**src/sv/central_force_particle_step_core_macros.svh**
```systemverilog
// Assertion helpers for the particle step core. Clock is clk, reset is rst_n.
`ifndef CENTRAL_FORCE_PARTICLE_STEP_CORE_MACROS_SVH
`define CENTRAL_FORCE_PARTICLE_STEP_CORE_MACROS_SVH
`ifndef SYNTHESIS
`define CFPS_ASSERT_NOW(lbl, ante, cons, msg) \
    lbl: assert property (@(posedge clk) disable iff (!rst_n) (ante) |-> (cons)) \
        else $error(msg);
`define CFPS_ASSERT_NEXT(lbl, ante, cons, msg) \
    lbl: assert property (@(posedge clk) disable iff (!rst_n) (ante) |=> (cons)) \
        else $error(msg);
`else
`define CFPS_ASSERT_NOW(lbl, ante, cons, msg)
`define CFPS_ASSERT_NEXT(lbl, ante, cons, msg)
`endif
`endif

```
**src/sv/cfps_fifo.sv**
```systemverilog
module cfps_fifo #(
    parameter int unsigned WIDTH = 8,
    parameter int unsigned DEPTH = 4
) (
    input  logic             clk,
    input  logic             rst_n,
    input  logic             push,
    input  logic [WIDTH-1:0] push_data,
    output logic             full,
    input  logic             pop,
    output logic [WIDTH-1:0] pop_data,
    output logic             empty
);
    localparam int unsigned PTR_W = (DEPTH > 1) ? $clog2(DEPTH) : 1;
    localparam int unsigned CNT_W = $clog2(DEPTH + 1);

    logic [WIDTH-1:0] mem_reg [DEPTH];
    logic [PTR_W-1:0] wr_ptr_reg, wr_ptr_next;
    logic [PTR_W-1:0] rd_ptr_reg, rd_ptr_next;
    logic [CNT_W-1:0] cnt_reg, cnt_next;
    logic             do_push, do_pop;

    assign full     = (cnt_reg == CNT_W'(DEPTH));
    assign empty    = (cnt_reg == '0);
    assign do_push  = push && !full;
    assign do_pop   = pop && !empty;
    assign pop_data = mem_reg[rd_ptr_reg];

    always_comb
    begin
        wr_ptr_next = wr_ptr_reg;
        rd_ptr_next = rd_ptr_reg;
        if (do_push)
        begin
            wr_ptr_next = (wr_ptr_reg == PTR_W'(DEPTH - 1)) ? '0 : wr_ptr_reg + 1'b1;
        end
        if (do_pop)
        begin
            rd_ptr_next = (rd_ptr_reg == PTR_W'(DEPTH - 1)) ? '0 : rd_ptr_reg + 1'b1;
        end
        case ({do_push, do_pop})
            2'b10:   cnt_next = cnt_reg + 1'b1;
            2'b01:   cnt_next = cnt_reg - 1'b1;
            default: cnt_next = cnt_reg;
        endcase
    end

    always_ff @(posedge clk or negedge rst_n)
    begin
        if (!rst_n)
        begin
            wr_ptr_reg <= '0;
            rd_ptr_reg <= '0;
            cnt_reg    <= '0;
        end
        else
        begin
            wr_ptr_reg <= wr_ptr_next;
            rd_ptr_reg <= rd_ptr_next;
            cnt_reg    <= cnt_next;
        end
    end

    always_ff @(posedge clk)
    begin
        if (do_push)
        begin
            mem_reg[wr_ptr_reg] <= push_data;
        end
    end

endmodule

```
**config.mk**
```make
export PLATFORM = sky130hd
export DESIGN_NAME = cfps_fifo
export DESIGN_NICKNAME = d
export VERILOG_FILES = /design/src/sv/central_force_particle_step_core_macros.svh /design/src/sv/cfps_fifo.sv
export SDC_FILE = /design/constraint.sdc
export NUM_CORES = 1
export LEC_CHECK = 0
export BUFFER_PORTS_ARGS = -buffer_cell sky130_fd_sc_hd__buf_4
export CAP_MARGIN = 20
export CORE_UTILIZATION = 52
export CTS_BUF_LIST = sky130_fd_sc_hd__clkbuf_4 sky130_fd_sc_hd__clkbuf_8
export DETAILED_ROUTE_END_ITERATION = 10
export GPL_ROUTABILITY_DRIVEN = 0
export HOLD_SLACK_MARGIN = 0.05
export PLACE_DENSITY_LB_ADDON = 0.1
export SLEW_MARGIN = 0
export SYNTH_ARGS = -nofsm -noshare
export SYNTH_HDL_FRONTEND = slang
export SYNTH_SLANG_ARGS = --single-unit
```
**constraint.sdc**
```tcl
create_clock -name clk -period 5.6 [get_ports clk]
set_input_delay 0.28 -clock clk [delete_from_list [all_inputs] [get_ports clk]]
set_output_delay 0.28 -clock clk [all_outputs]
set_load 0.05 [all_outputs]
```
# [Word level (Yosys, flattened, before mapping)]
# Memories as Yosys holds them, arrays and structs flattened.
# Index checks and enable logic that the tools add are counted.
[op_classes] addsub=4 multipliers=0 div=0 magnitude_cmp=0 eq_ne=5 n_shift=0 muxes=5 bitwise_logic=0 n_reduce_logical=6
[ops] operator="$eq 2x2->1 const B" count=3
[ops] operator="$pmux 3 s2" count=1
[ops] operator="$add 2x1->2 const B" count=2
[ops] operator="$mux 2" count=2
[ops] operator="$add 3x1->3 const B" count=1
[ops] operator="$eq 3x3->1 const B" count=1
[ops] operator="$logic_not 3->1" count=1
[ops] operator="$sub 3x1->3 const B" count=1
[ops] operator="$eq 2x1->1 const B" count=1
[ops] operator="$logic_and 1x1->1" count=2
[ops] operator="$logic_not 1->1" count=2
[ops] operator="$mux 1" count=2
[ops] operator="$reduce_bool 2->1" count=1
[totals] ff_bits=7 latchBits=0 ramBits=32 romBits=0 word_cells=24 mem_count=1
[memory_table] memory="mem_reg" words=4 word_bits=8 read_ports=1 rd_clocked_by_memory_dff=0 wr=1 line="cfps_fifo.sv:17" rtl="logic [WIDTH-1:0] mem_reg [DEPTH];"

# [Depth between registers and ports, before layout]
[depth] depth_word=5 depth_mapped=9 ltp_nobuf=9

# [Least setup slack after synthesis]
# OpenSTA, ideal clock, no wires.
[synth_path] path_kind="reg-to-reg" from="register cnt_reg[0]" to="register cnt_reg[2]" setup_time_ps=125 arrival_ps=2588 required_ps=5475 slack_ps=2886 path_stages_with_launch=10 synth_period_minus_slack_ps=2714 cell_sequence="dfrtp_1 > nor3_1 > nand2b_1 > inv_1 > ha_1 > inv_1 > fa_1 > xor2_1 > nor2_1 > xor2_1"
[synth_between] elab_chain_cells=5 elab_cells_between_ends=12 classes_between="2 x add/sub; 3 x eq/ne; 1 x mux; 6 x reduce/logical"
[synth_lines] element="from (decl)" line="cfps_fifo.sv:20" rtl="logic [CNT_W-1:0] cnt_reg, cnt_next;"
[synth_lines] element="from (signal assigned)" line="cfps_fifo.sv:60" rtl="cnt_reg <= cnt_next;"
[synth_lines] element="$logic_not 3->1 (*)" line="cfps_fifo.sv:24" rtl="assign empty = (cnt_reg == '0);"
[synth_lines] element="named net empty" line="cfps_fifo.sv:12" rtl="output logic empty"
[synth_lines] element="$logic_not 1->1 (*)" line="cfps_fifo.sv:26" rtl="assign do_pop = pop && !empty;"
[synth_lines] element="$logic_and 1x1->1 (*)" line="cfps_fifo.sv:26"
[synth_lines] element="named net do_pop" line="cfps_fifo.sv:21" rtl="logic do_push, do_pop;"
[synth_lines] element="$eq 2x1->1 or $eq 2x2->1 (tied branches)" line="cfps_fifo.sv:41" rtl="case ({do_push, do_pop})"
[synth_lines] element="$pmux 3 s2 or $reduce_bool 2->1 (tied branches)"
# Mark *: on every way through the listed nets, which the timed path passes. The rest lies on a longest branch.
# A chain may end at the register's enable or synchronous reset.

# [Worst setup path in the final report]
[layout_path] from="register cnt_reg[0]" to="register cnt_reg[2]"
[layout_between] elab_chain_cells=5 elab_cells_between_ends=12 classes_between="2 x add/sub; 3 x eq/ne; 1 x mux; 6 x reduce/logical"
[layout_lines] element="$eq 3x3->1 or $logic_not 3->1 (tied branches)" line="cfps_fifo.sv:23, cfps_fifo.sv:24"
[layout_lines] element="$logic_not 1->1, on equally long branches" line="cfps_fifo.sv:25, cfps_fifo.sv:26"
[layout_lines] element="$logic_and 1x1->1, on equally long branches" line="cfps_fifo.sv:25, cfps_fifo.sv:26"
[layout_lines] element="$eq 2x1->1 or $eq 2x2->1 (tied branches)" line="cfps_fifo.sv:41"
[layout_lines] element="$pmux 3 s2 or $reduce_bool 2->1 (tied branches)"
# Parallel ways exist; a longest one is shown, timed or not.

==> flow_summary.toml <==
[status]
status = "finished with violations"
violations = "DRC"

[finish]
drive_gt1_frac = 0.423
area.growth.synth_to_final_pct = 15.8
design_area_um2 = 1870
fin_nets = 129
layout_commonest_cell = "edfxtp_1"
diodes = 0
largest_reg_flops = 32
n_fill_cell = 217
final_cell_mix = "edfxtp_1, buf_4, inv_1, mux4_2"

[setup_path]
cp.arrival_ps = 2440
startpoint_type = "flop"
crit_required_ps = 5860
end_kind = "flop"
cp_max_fo = 6
path_class = "reg -> reg"

[clock_network]
cts_tree = "yes"
clk_latency_ps = 330
postCtsHoldBufs = 1
clock-sinks = 39
clk_pin_slew_worst_paths_ps = 110
cts_root_buf = "clkbuf_4"
cts_htree_levels = 2
cts_buffer_depth = 2
ctsResizeCount = 0
post_cts_buffers = 0
cts_inserted_buffers = 5

[timing]
fin_hold_ws_ps = 143
hold_viol_final = 0
fin_setup_tns_ps = 0
post-route-min-period_ps = 2180
maxSlewViolCount = 0
worst_pin_slew_ps = 585
slew_headroom = 0.610
fin_crit_sh = 0.389
fmax_mhz = 459
fin_worst_skew_ps = 10.9
rsz0062_at_grt = "false"
setup_viol_count_final = 0

[synthesis]
synth_area_leaders = "edfxtp_1, mux4_2, dfrtp_1, ha_1, and3_2"
syn_area_um2 = 1610
synth-seq-area-share = 0.705
netlist.top_cell.by_area = "edfxtp_1"
ys_ff_latch = 39
syn-num-nets = 102
ys_types = 19
postSynthCellCount = 83
synth_top_area_share = 0.596
ys_warn_count = 0
avgSynthCellArea_um2 = 19.4

[route]
drtPass1Iterations = 7
drtAntennaViolNets = 0
routed-via-count = 770
routedWlPerCell_um = 17.0
drt_iter0_markers = 19
wirelength_mm = 2.41
routed_via_density = 5.42
drc = 2

[global_routing]
grt_usage = 0.180
grt_max_degree = 12
grt.overflow.total = 0
grt_pass1_wl_mm = 4.09
grt_pass1_vias = 889
antenna_found_initial = 0

[floorplan]
fp.dieW_um = 57.7
rows = 19
chipHeight_um = 57.7
core_um2 = 2850
die-area_um2 = 3330
io_pins = 22
initial_core_util = 0.565

[placed_design]
io_buffers = 21
dpl_cell_area_um2 = 1800
hpwl_mm = 1.65

[job]
drv_cap = 0

[hold_path]
hold_path_class = "in -> reg"

[pwr]
ir_worst_vdd_mv = 0.337
power.leakage_uw = 0.000746
power_density_nw_per_um2 = 568
-- final cells by class --
class / instances / area, µm² / area share
clock inverters: 1 / 5.00 / 0.00268
multi-input cells: 34 / 437 / 0.234
inverters: 8 / 30.0 / 0.0161
repair buffers: 22 / 168 / 0.0898
clock buffers: 7 / 52.6 / 0.0282
well taps: 31 / 38.8 / 0.0208
flip-flops and latches: 39 / 1140 / 0.609
-- path summary, 6_finish.rpt --
check / from / endpoint / slack (ps) / cells past startpoint
setup / recovery: cnt_reg[0]$_DFFE_PN0P_ / cnt_reg[2]$_DFFE_PN0P_ / 3420 / 9
hold / removal: push_data[4] / mem_reg[2][4]$_DFFE_PP_ / 140 / 1
hold reg to reg: cnt_reg[2]$_DFFE_PN0P_ / cnt_reg[2]$_DFFE_PN0P_ / 510 / 1
max in group asynchronous: rst_n / rd_ptr_reg[1]$_DFFE_PN0P_ / 5180 / 2
setup reg to reg: cnt_reg[0]$_DFFE_PN0P_ / cnt_reg[2]$_DFFE_PN0P_ / 3420 / 9
min in group asynchronous: rst_n / wr_ptr_reg[1]$_DFFE_PN0P_ / 290 / 2
-- synth_stat cells --
| cell | instances |
|---|---|
| mux2_4 | 2 |
| mux2i_1 | 1 |
| or3b_4 | 1 |
| nor3_1 | 1 |
| buf_2 | 1 |
| mux2_2 | 2 |
| fa_1 | 1 |
| nand2b_1 | 1 |
| and2_4 | 1 |
| and3_2 | 4 |
| edfxtp_1 | 32 |
| nor2_1 | 3 |
| inv_1 | 8 |
| dfrtp_1 | 7 |
| mux4_2 | 8 |
| ha_1 | 6 |
| xor2_1 | 2 |
| buf_1 | 1 |
| xnor2_1 | 1 |
-- cell families (layout without fill, tap and decap cells) --
kind of cell | after synthesis | in the layout | synth area share
adder cells (fa/ha/maj) | 7 | 7 | 0.0590
AND/OR/NAND/NOR | 11 | 11 | 0.0450
flip-flops | 39 | 39 | 0.705
buffers and inverters | 10 | 38 | 0.0241
multiplexers | 13 | 13 | 0.151
XOR/XNOR | 3 | 3 | 0.0163
-- metrics by stage --
step | util | cells | total power, µW | worst slack [ps]
finish | 0.654 | 142 | 1060 | 3420
global placement | 0.631 | 133 | 925 | 3490
floorplan | - | 83 | 810 | 2890
global route | 0.654 | 142 | 1120 | 3280
CTS | 0.654 | 142 | 1080 | 3380
detailed placement | 0.631 | 133 | 936 | 3420
-- critical path, cell delays in order, from the launching register on --
cell and delay (ps):
dfrtp_1 430, or3b_4 440, and2_4 190, inv_1 50, ha_1 170, inv_1 60
fa_1 370, xor2_1 150, nor2_1 110, xor2_1 150
-- power breakdown --
| group | switching [µW] | internal, µW | total [µW] |
|---|---|---|---|
| combinational | 269 | 194 | 463 |
| sequential | 63.6 | 392 | 456 |
| clock | 82.7 | 58.7 | 141 |
| total | 415 | 645 | 1060 |
-- layer usage --
layer | GRT usage | vias to the layer above | part of all wire
li1 | - | 364 | -
met1 | 0.201 | 389 | 0.46
met2 | 0.311 | 15 | 0.49
met3 | 0.0603 | 2 | 0.038
met4 | 0.0918 | 0 | 0.012
met5 | 0 | - | 0
Power figures use the tool's default switching activity.
