[src/sv/central_force_particle_step_core_macros.svh]
// Assertion helpers for the particle step core. Clock is clk, reset is rst_n.
`ifndef CENTRAL_FORCE_PARTICLE_STEP_CORE_MACROS_SVH
`define CENTRAL_FORCE_PARTICLE_STEP_CORE_MACROS_SVH
`ifndef SYNTHESIS
`define CFPS_ASSERT_NOW(lbl, ante, cons, msg) \
    lbl: assert property (@(posedge clk) disable iff (!rst_n) (ante) |-> (cons)) \
        else $error(msg);
`define CFPS_ASSERT_NEXT(lbl, ante, cons, msg) \
    lbl: assert property (@(posedge clk) disable iff (!rst_n) (ante) |=> (cons)) \
        else $error(msg);
`else
`define CFPS_ASSERT_NOW(lbl, ante, cons, msg)
`define CFPS_ASSERT_NEXT(lbl, ante, cons, msg)
`endif
`endif

[src/sv/cfps_pkg.sv]
package cfps_pkg;

    localparam int unsigned AXES      = 3;
    localparam int unsigned CFG_IDX_W = 3;
    localparam int unsigned ID_W      = 16;
    localparam int unsigned Q_W       = 32;
    localparam int unsigned UQ_W      = 31;
    localparam int unsigned VMAG_W    = 33;

    // 1.0 in unsigned Q15.16
    localparam logic [UQ_W-1:0] CUTOFF_RESET = 31'd65536;
    localparam logic [UQ_W-1:0] GAIN_RESET   = 31'd65536;

    typedef enum logic [CFG_IDX_W-1:0] {
        CFG_CENTER_X = 3'd0,
        CFG_CENTER_Y = 3'd1,
        CFG_CENTER_Z = 3'd2,
        CFG_CUTOFF   = 3'd3,
        CFG_GAIN     = 3'd4
    } cfg_idx_t;

    typedef logic signed [Q_W-1:0] q16_t;
    typedef q16_t [AXES-1:0] vec_t;

    typedef struct packed {
        logic [ID_W-1:0] id;
        vec_t            pos;
        vec_t            vel;
        logic            last;
    } pay_t;

    typedef struct packed {
        pay_t                          pay;
        logic [AXES-1:0]               vneg;
        logic [AXES-1:0][VMAG_W-1:0]   vmag;
    } front_item_t;

    typedef struct packed {
        logic [ID_W-1:0] id;
        vec_t            new_pos;
        vec_t            new_vel;
        vec_t            prev;
        logic            last;
    } res_t;

endpackage

[src/sv/cfps_fifo.sv]
module cfps_fifo #(
    parameter int unsigned WIDTH = 8,
    parameter int unsigned DEPTH = 4
) (
    input  logic             clk,
    input  logic             rst_n,
    input  logic             push,
    input  logic [WIDTH-1:0] push_data,
    output logic             full,
    input  logic             pop,
    output logic [WIDTH-1:0] pop_data,
    output logic             empty
);
    localparam int unsigned PTR_W = (DEPTH > 1) ? $clog2(DEPTH) : 1;
    localparam int unsigned CNT_W = $clog2(DEPTH + 1);

    logic [WIDTH-1:0] mem_reg [DEPTH];
    logic [PTR_W-1:0] wr_ptr_reg, wr_ptr_next;
    logic [PTR_W-1:0] rd_ptr_reg, rd_ptr_next;
    logic [CNT_W-1:0] cnt_reg, cnt_next;
    logic             do_push, do_pop;

    assign full     = (cnt_reg == CNT_W'(DEPTH));
    assign empty    = (cnt_reg == '0);
    assign do_push  = push && !full;
    assign do_pop   = pop && !empty;
    assign pop_data = mem_reg[rd_ptr_reg];

    always_comb
    begin
        wr_ptr_next = wr_ptr_reg;
        rd_ptr_next = rd_ptr_reg;
        if (do_push)
        begin
            wr_ptr_next = (wr_ptr_reg == PTR_W'(DEPTH - 1)) ? '0 : wr_ptr_reg + 1'b1;
        end
        if (do_pop)
        begin
            rd_ptr_next = (rd_ptr_reg == PTR_W'(DEPTH - 1)) ? '0 : rd_ptr_reg + 1'b1;
        end
        case ({do_push, do_pop})
            2'b10:   cnt_next = cnt_reg + 1'b1;
            2'b01:   cnt_next = cnt_reg - 1'b1;
            default: cnt_next = cnt_reg;
        endcase
    end

    always_ff @(posedge clk or negedge rst_n)
    begin
        if (!rst_n)
        begin
            wr_ptr_reg <= '0;
            rd_ptr_reg <= '0;
            cnt_reg    <= '0;
        end
        else
        begin
            wr_ptr_reg <= wr_ptr_next;
            rd_ptr_reg <= rd_ptr_next;
            cnt_reg    <= cnt_next;
        end
    end

    always_ff @(posedge clk)
    begin
        if (do_push)
        begin
            mem_reg[wr_ptr_reg] <= push_data;
        end
    end

endmodule

[src/sv/cfps_front.sv]
module cfps_front #(
    parameter int unsigned QUEUE_DEPTH = 4
) (
    input  logic                  clk,
    input  logic                  rst_n,
    input  cfps_pkg::vec_t        center,
    input  logic                  push,
    output logic                  full,
    input  logic [15:0]           particle_id,
    input  logic signed [31:0]    pos_x,
    input  logic signed [31:0]    pos_y,
    input  logic signed [31:0]    pos_z,
    input  logic signed [31:0]    vel_x,
    input  logic signed [31:0]    vel_y,
    input  logic signed [31:0]    vel_z,
    input  logic                  last_particle,
    output logic                  q_valid,
    input  logic                  q_pop,
    output cfps_pkg::front_item_t q_item
);
    import cfps_pkg::*;

    front_item_t                   item;
    logic [AXES-1:0][VMAG_W-1:0]   diff;
    logic [$bits(front_item_t)-1:0] q_bits;
    logic                          q_empty;

    // vector to center, split into sign and magnitude
    always_comb
    begin
        item.pay.id   = particle_id;
        item.pay.pos  = {pos_z, pos_y, pos_x};
        item.pay.vel  = {vel_z, vel_y, vel_x};
        item.pay.last = last_particle;
        for (int a = 0; a < AXES; a++)
        begin
            diff[a] = {center[a][Q_W-1], center[a]} - {item.pay.pos[a][Q_W-1], item.pay.pos[a]};
            item.vneg[a] = diff[a][VMAG_W-1];
            item.vmag[a] = diff[a][VMAG_W-1] ? (VMAG_W'(0) - diff[a]) : diff[a];
        end
    end

    cfps_fifo #(
        .WIDTH ($bits(front_item_t)),
        .DEPTH (QUEUE_DEPTH)
    ) u_queue (
        .clk       (clk),
        .rst_n     (rst_n),
        .push      (push),
        .push_data (item),
        .full      (full),
        .pop       (q_pop),
        .pop_data  (q_bits),
        .empty     (q_empty)
    );

    assign q_valid = !q_empty;
    assign q_item  = front_item_t'(q_bits);

endmodule

[config.mk]
export PLATFORM = sky130hd
export DESIGN_NAME = cfps_front
export DESIGN_NICKNAME = d
export VERILOG_FILES = /design/src/sv/central_force_particle_step_core_macros.svh /design/src/sv/cfps_pkg.sv /design/src/sv/cfps_fifo.sv /design/src/sv/cfps_front.sv
export SDC_FILE = /design/constraint.sdc
export NUM_CORES = 1
export LEC_CHECK = 0
export BUFFER_PORTS_ARGS = -buffer_cell sky130_fd_sc_hd__buf_2
export CAP_MARGIN = 40
export CORE_AREA = 5 5 372 374
export DETAILED_ROUTE_END_ITERATION = 7
export DIE_AREA = 0 0 377 379
export PLACE_DENSITY = 0.65
export SLEW_MARGIN = 20
export SYNTH_ARGS = -nofsm -noshare
export SYNTH_HDL_FRONTEND = slang
export SYNTH_SLANG_ARGS = --single-unit
[constraint.sdc]
create_clock -name clk -period 13 [get_ports clk]
set_input_delay 0.65 -clock clk [delete_from_list [all_inputs] [get_ports clk]]
set_output_delay 0.65 -clock clk [all_outputs]
set_load 0.1 [all_outputs]
-- After elaboration in Yosys (flattened, before gate mapping)
Memory sizes are Yosys's and may differ from the RTL's.
Index checks and enable logic that the tools add are counted.
- register bits: 7
- bits in writable memories: 1244
- input port bits: 309
- output and inout port bits: 313
- word-level logic and storage cells: 33
- memories: 1
- $add $sub $neg: 10
- eq/ne operators: 5
- muxes and demuxes: 8
- reduce and logical (&&, ||, !) cells: 6
- memories (memory ; words ; width ; rd ports ; clocked after memory_dff ; wr ports ; RTL line ; RTL):
    u_queue.mem_reg ; 4 ; 311 ; 1 ; 0 ; 1 ; cfps_fifo.sv:17 ; logic [WIDTH-1:0] mem_reg [DEPTH];
- operators with widths (kind ; count):
    2-to-1 mux 33 bit ; 3
    subtractor 1 x 33 -> 33 bit, first input constant ; 3
    subtractor 32 x 32 -> 33 bit ; 3
    equality test 2 bit, second input constant ; 3
    one-hot mux 3 bit (2 select lines) ; 1
    adder 2 x 1 -> 2 bit, second input constant ; 2
    2-to-1 mux 2 bit ; 2
    adder 3 x 1 -> 3 bit, second input constant ; 1
    equality test 3 bit, second input constant ; 1
    zero test 3 bit ; 1
    subtractor 3 x 1 -> 3 bit, second input constant ; 1
    equality test 2 x 1 -> 1 bit, second input constant ; 1
    logical AND 1 bit ; 2
    zero test 1 bit ; 2
    2-to-1 mux 1 bit ; 2
    nonzero test 2 bit ; 1

-- Depth between registers and ports, before layout
- depth after elaboration: 5
- mapped depth: 15
- mapped depth without buffers: 14

-- Cells and area by module
Synthesis repeated with hierarchy kept, for this count alone.
- cell total of the unflattened synthesis: 2952
- area total of the unflattened synthesis: 53537.6 µm²
- modules (own cells, without submodules) (module ; times used ; cells an instance ; area an instance (µm²) ; sequential area each (µm²)):
    cfps_fifo ; 1 ; 1665 ; 45343.5 ; 37531.0
    cfps_front ; 1 ; 1287 ; 8194.1 ; 0.0

-- Worst setup path after synthesis
No wires, ideal clock.
- path type: reg2reg
- from: reg u_queue.cnt_reg[0]
- to: mem u_queue.mem_reg[3][0] (netlist bit), enable pin
- setup time: 713 ps
- arrival: 8456 ps
- data required time: 12287 ps
- slack: 3832 ps
- cell stages (with the launch flop): 5
- path buffers: 0
- clock period less this slack: 9168 ps
- cells stage by stage: dfrtp_1 -> inv_1 -> and3_1 -> nor2b_1 -> and2_1
- longest elaborated chain between the ends: 5
- ends and longest elaborated chain (element ; RTL line ; RTL):
    start, declared ; cfps_fifo.sv:20 ; logic [CNT_W-1:0] cnt_reg, cnt_next;
    start signal, assigned ; cfps_fifo.sv:60 ; cnt_reg <= cnt_next;
    equality test 3 bit ; cfps_fifo.sv:23 ; assign full = (cnt_reg == CNT_W'(DEPTH));
    net full ; cfps_front.sv:8 ; output logic full,
    zero test 1 bit ; cfps_fifo.sv:25 ; assign do_push = push && !full;
    logical AND 1 bit ; cfps_fifo.sv:25 ;
    2-to-1 mux 1 bit ; cfps_fifo.sv:66 ; if (do_push)
    2-to-1 mux 1 bit (implied by the code) ; cfps_fifo.sv:68 ; mem_reg[wr_ptr_reg] <= push_data;
    end, declared ; cfps_fifo.sv:17 ;
The timed path passes the listed nets, and every way through them passes these cells.

==> impl_metrics.py <==
metrics = {
    "synth": {
        "synthCells": 2950,
        "yosysWarnings": 0,
        "postSynthAreaPerCell_um2": 18.1,
        "ys.flop_type": "edfxtp_1",
        "yosys_register_bits": 1251,
        "async_flop_share_pct": 0.560,
        "syn_nets": 3368,
        "synth_edf_count": 1244,
        "yosysSeqAreaShare_pct": 70.3,
        "synth_area_um2": 53400,
        "synth_cell_types": 92,
    },
    "worst_setup_path": {
        "cp_cell_sequence": "buf_4 -> buf_12 -> buf_4 -> buf_16 -> mux4_2 -> buf_2",
        "worst-setup-path-type": "register to output port",
        "path_max_fanout": 51,
        "slowest_delay_ns": 0.95,
        "worstSetupEndpointType": "output port",
        "cp_slowest_cell": "dfrtp_4",
        "start_kind": "register",
        "critical_path.most_common_cell": "buf_4",
        "required_ns": 12.35,
        "critPathArrivalTime_ns": 4.00,
    },
    "timing": {
        "min_period_ns": 4.65,
        "maxSlewViolCount": 0,
        "min_period_over_period_pct": 35.8,
        "rsz0062_at_grt": "false",
        "finClkSkew_ns": 0.0173,
        "timing.final.ws_setup_ns": 8.35,
        "relSlewSlack_pct": 29.4,
        "finalSetupTns_ns": 0,
        "setup_viol": 0,
        "tightestPinTransition_ns": 1.06,
        "hold_viol": 0,
        "max_freq_mhz": 215,
    },
    "run_status": {
        "status": "complete, no violations",
    },
    "finish": {
        "fillerInstances": 11400,
        "largest_reg_flops": 1244,
        "layout_common_cells": "edfxtp_1, buf_2, mux4_2",
        "post-route-util_pct": 47.1,
        "final_cell_area_um2": 63400,
        "layout_commonest_cell": "edfxtp_1",
        "area_growth_pct": 18.6,
        "drive_gt1_share_pct": 32.6,
        "final_nets": 4057,
    },
    "routing": {
        "wl_per_cell_um": 23.3,
        "viasPerCell": 5.33,
        "first_pass_iters": 5,
        "drt_iter0_markers": 1944,
        "drt-total-wl_mm": 129,
        "ant_nets": 0,
        "drc": 0,
        "vias": 29500,
    },
    "grt": {
        "grt_max_degree": 124,
        "antenna_found_initial": 30,
        "globalRouteTotalUtil_pct": 17.7,
        "grt_pass1_vias": 29900,
        "globalRouteOverflowTotal": 0,
        "grt_pass1_wl_mm": 191,
    },
    "clocking": {
        "post_cts_buffers": 0,
        "cts_tree": "yes",
        "cts.sink_count": 1251,
        "clk_path_buf_depth": 3,
        "numCtsBuffers": 138,
        "clock_latency_ns": 0.75,
        "clk_pin_slew_ns": 0.06,
        "cts.htree.levels": 4,
        "root_buffer": "clkbuf_16",
    },
    "job": {
        "drv_cap": 0,
    },
    "die": {
        "die_h_um": 379,
        "core_area_um2": 135000,
        "dieArea_um2": 143000,
        "io_pins": 622,
        "rows": 135,
        "initial_core_util_pct": 39.7,
        "dieWidth_um": 377,
    },
    "worst_hold_path": {
        "hold_class": "input port to register",
    },
    "placed_design": {
        "port_buffers": 621,
        "hpwl_mm": 88.6,
        "gp_congestion": 0.848,
        "placed_area_um2": 58800,
        "preCtsSetupSlack_ns": 7.82,
    },
}
-- worst max-delay path: cells and delay by family (launching register included) --
family / cells / cell delay [ns]
buffers and inverters: 5 / 1.80
flip-flops: 1 / 0.95
multiplexers: 1 / 0.39
-- cells by family (layout without fill, tap and decap cells) --
| family | Yosys count | after routing | share of synthesized area [%] |
|---|---|---|---|
| buffers and inverters | 264 | 1058 | 1.95 |
| DFF | 1251 | 1251 | 70.3 |
| AOI/OAI and AO/OA | 423 | 423 | 5.12 |
| other | 0 | 16 | 0 |
| and+or+nand+nor | 419 | 419 | 4.07 |
| muxes | 320 | 320 | 13.3 |
| xor gates and xnor gates | 164 | 164 | 2.70 |
| adders and majority gates | 109 | 109 | 2.61 |
-- final cells by class --
type                       count  area, um^2  share of cell area, %
sequential                  1251       37500                   59.2
multi-input combinational   1435       14900                   23.4
timing repair buffer         667        3760                   5.94
clock buffer                 171        3640                   5.75
tap                         1781        2230                   3.52
clock inverter                74         741                   1.17
inverter                     146         548                  0.865
antenna                       16        40.0                 0.0632
-- through the flow --
step / hold WS, ns / std cells
2_1_floorplan: 0.354 / 2950
3_3_place_gp: 0.479 / 5265
3_5_place_dp: 0.480 / 5275
4_1_cts: 0.0238 / 5521
5_1_grt: 0.0465 / 5529
6_report: 0.108 / 5541
-- routing by layer --
layer	vias up	wire [um]	GRT usage, %
met4	22	2930	5.10
met3	206	11300	6.00
met1	15000	53400	23.3
met2	916	61400	28.3
met5	-	148	0
li1	13400	-	-
-- synth_stat cells (all sizes together), types with 6 or more instances --
| library cell | count | area (um^2) |
|---|---|---|
| a211oi | 19 | 148 |
| a21o | 40 | 302 |
| a21oi | 133 | 669 |
| a221oi | 7 | 67.6 |
| a31oi | 19 | 119 |
| a41oi | 6 | 52.6 |
| and2 | 17 | 106 |
| and3 | 15 | 93.8 |
| buf | 56 | 240 |
| clkbuf | 62 | 254 |
| dfrtp | 7 | 175 |
| edfxtp | 1244 | 37400 |
| ha | 105 | 1310 |
| inv | 146 | 548 |
| mux4 | 311 | 7000 |
| nand2 | 113 | 424 |
| nand2b | 12 | 77.6 |
| nand3 | 39 | 195 |
| nand4 | 28 | 181 |
| nor2 | 92 | 350 |
| nor2b | 16 | 100 |
| nor3 | 29 | 150 |
| nor4 | 11 | 75.1 |
| o211ai | 17 | 128 |
| o21a | 10 | 75.1 |
| o21ai | 94 | 482 |
| o21bai | 13 | 97.6 |
| o31a | 8 | 73.8 |
| o31ai | 9 | 67.6 |
| or3 | 7 | 45.1 |
| or4 | 7 | 60.1 |
| xnor2 | 101 | 892 |
| xor2 | 63 | 552 |
-- repair_timing --
item,in CTS,in global routing
endpoints found under the hold margin,7,0
endpoints found under the setup margin,0,0
resized for setup,0,0
hold buffers,1,0
-- path summary, 6_finish.rpt --
path | startpoint | slack [ns] | cells past startpoint | end
worst min-delay path | vel_z[22] | 0.11 | 1 | u_queue.mem_reg[2][189]$_DFFE_PP_
worst min register to register | u_queue.cnt_reg[2]$_DFFE_PN0P_ | 0.49 | 1 | u_queue.cnt_reg[2]$_DFFE_PN0P_
worst max register to register | u_queue.cnt_reg[0]$_DFFE_PN0P_ | 8.99 | 9 | u_queue.mem_reg[3][40]$_DFFE_PP_
worst max-delay path | u_queue.rd_ptr_reg[1]$_DFFE_PN0P_ | 8.35 | 6 | q_item[96]
max in group asynchronous | rst_n | 12.50 | 2 | u_queue.rd_ptr_reg[0]$_DFFE_PN0P_
min in group asynchronous | rst_n | 0.31 | 2 | u_queue.cnt_reg[1]$_DFFE_PN0P_
Power is not shown: default switching activity piles up to over one toggle a cycle in this logic, so the estimate is an artifact.
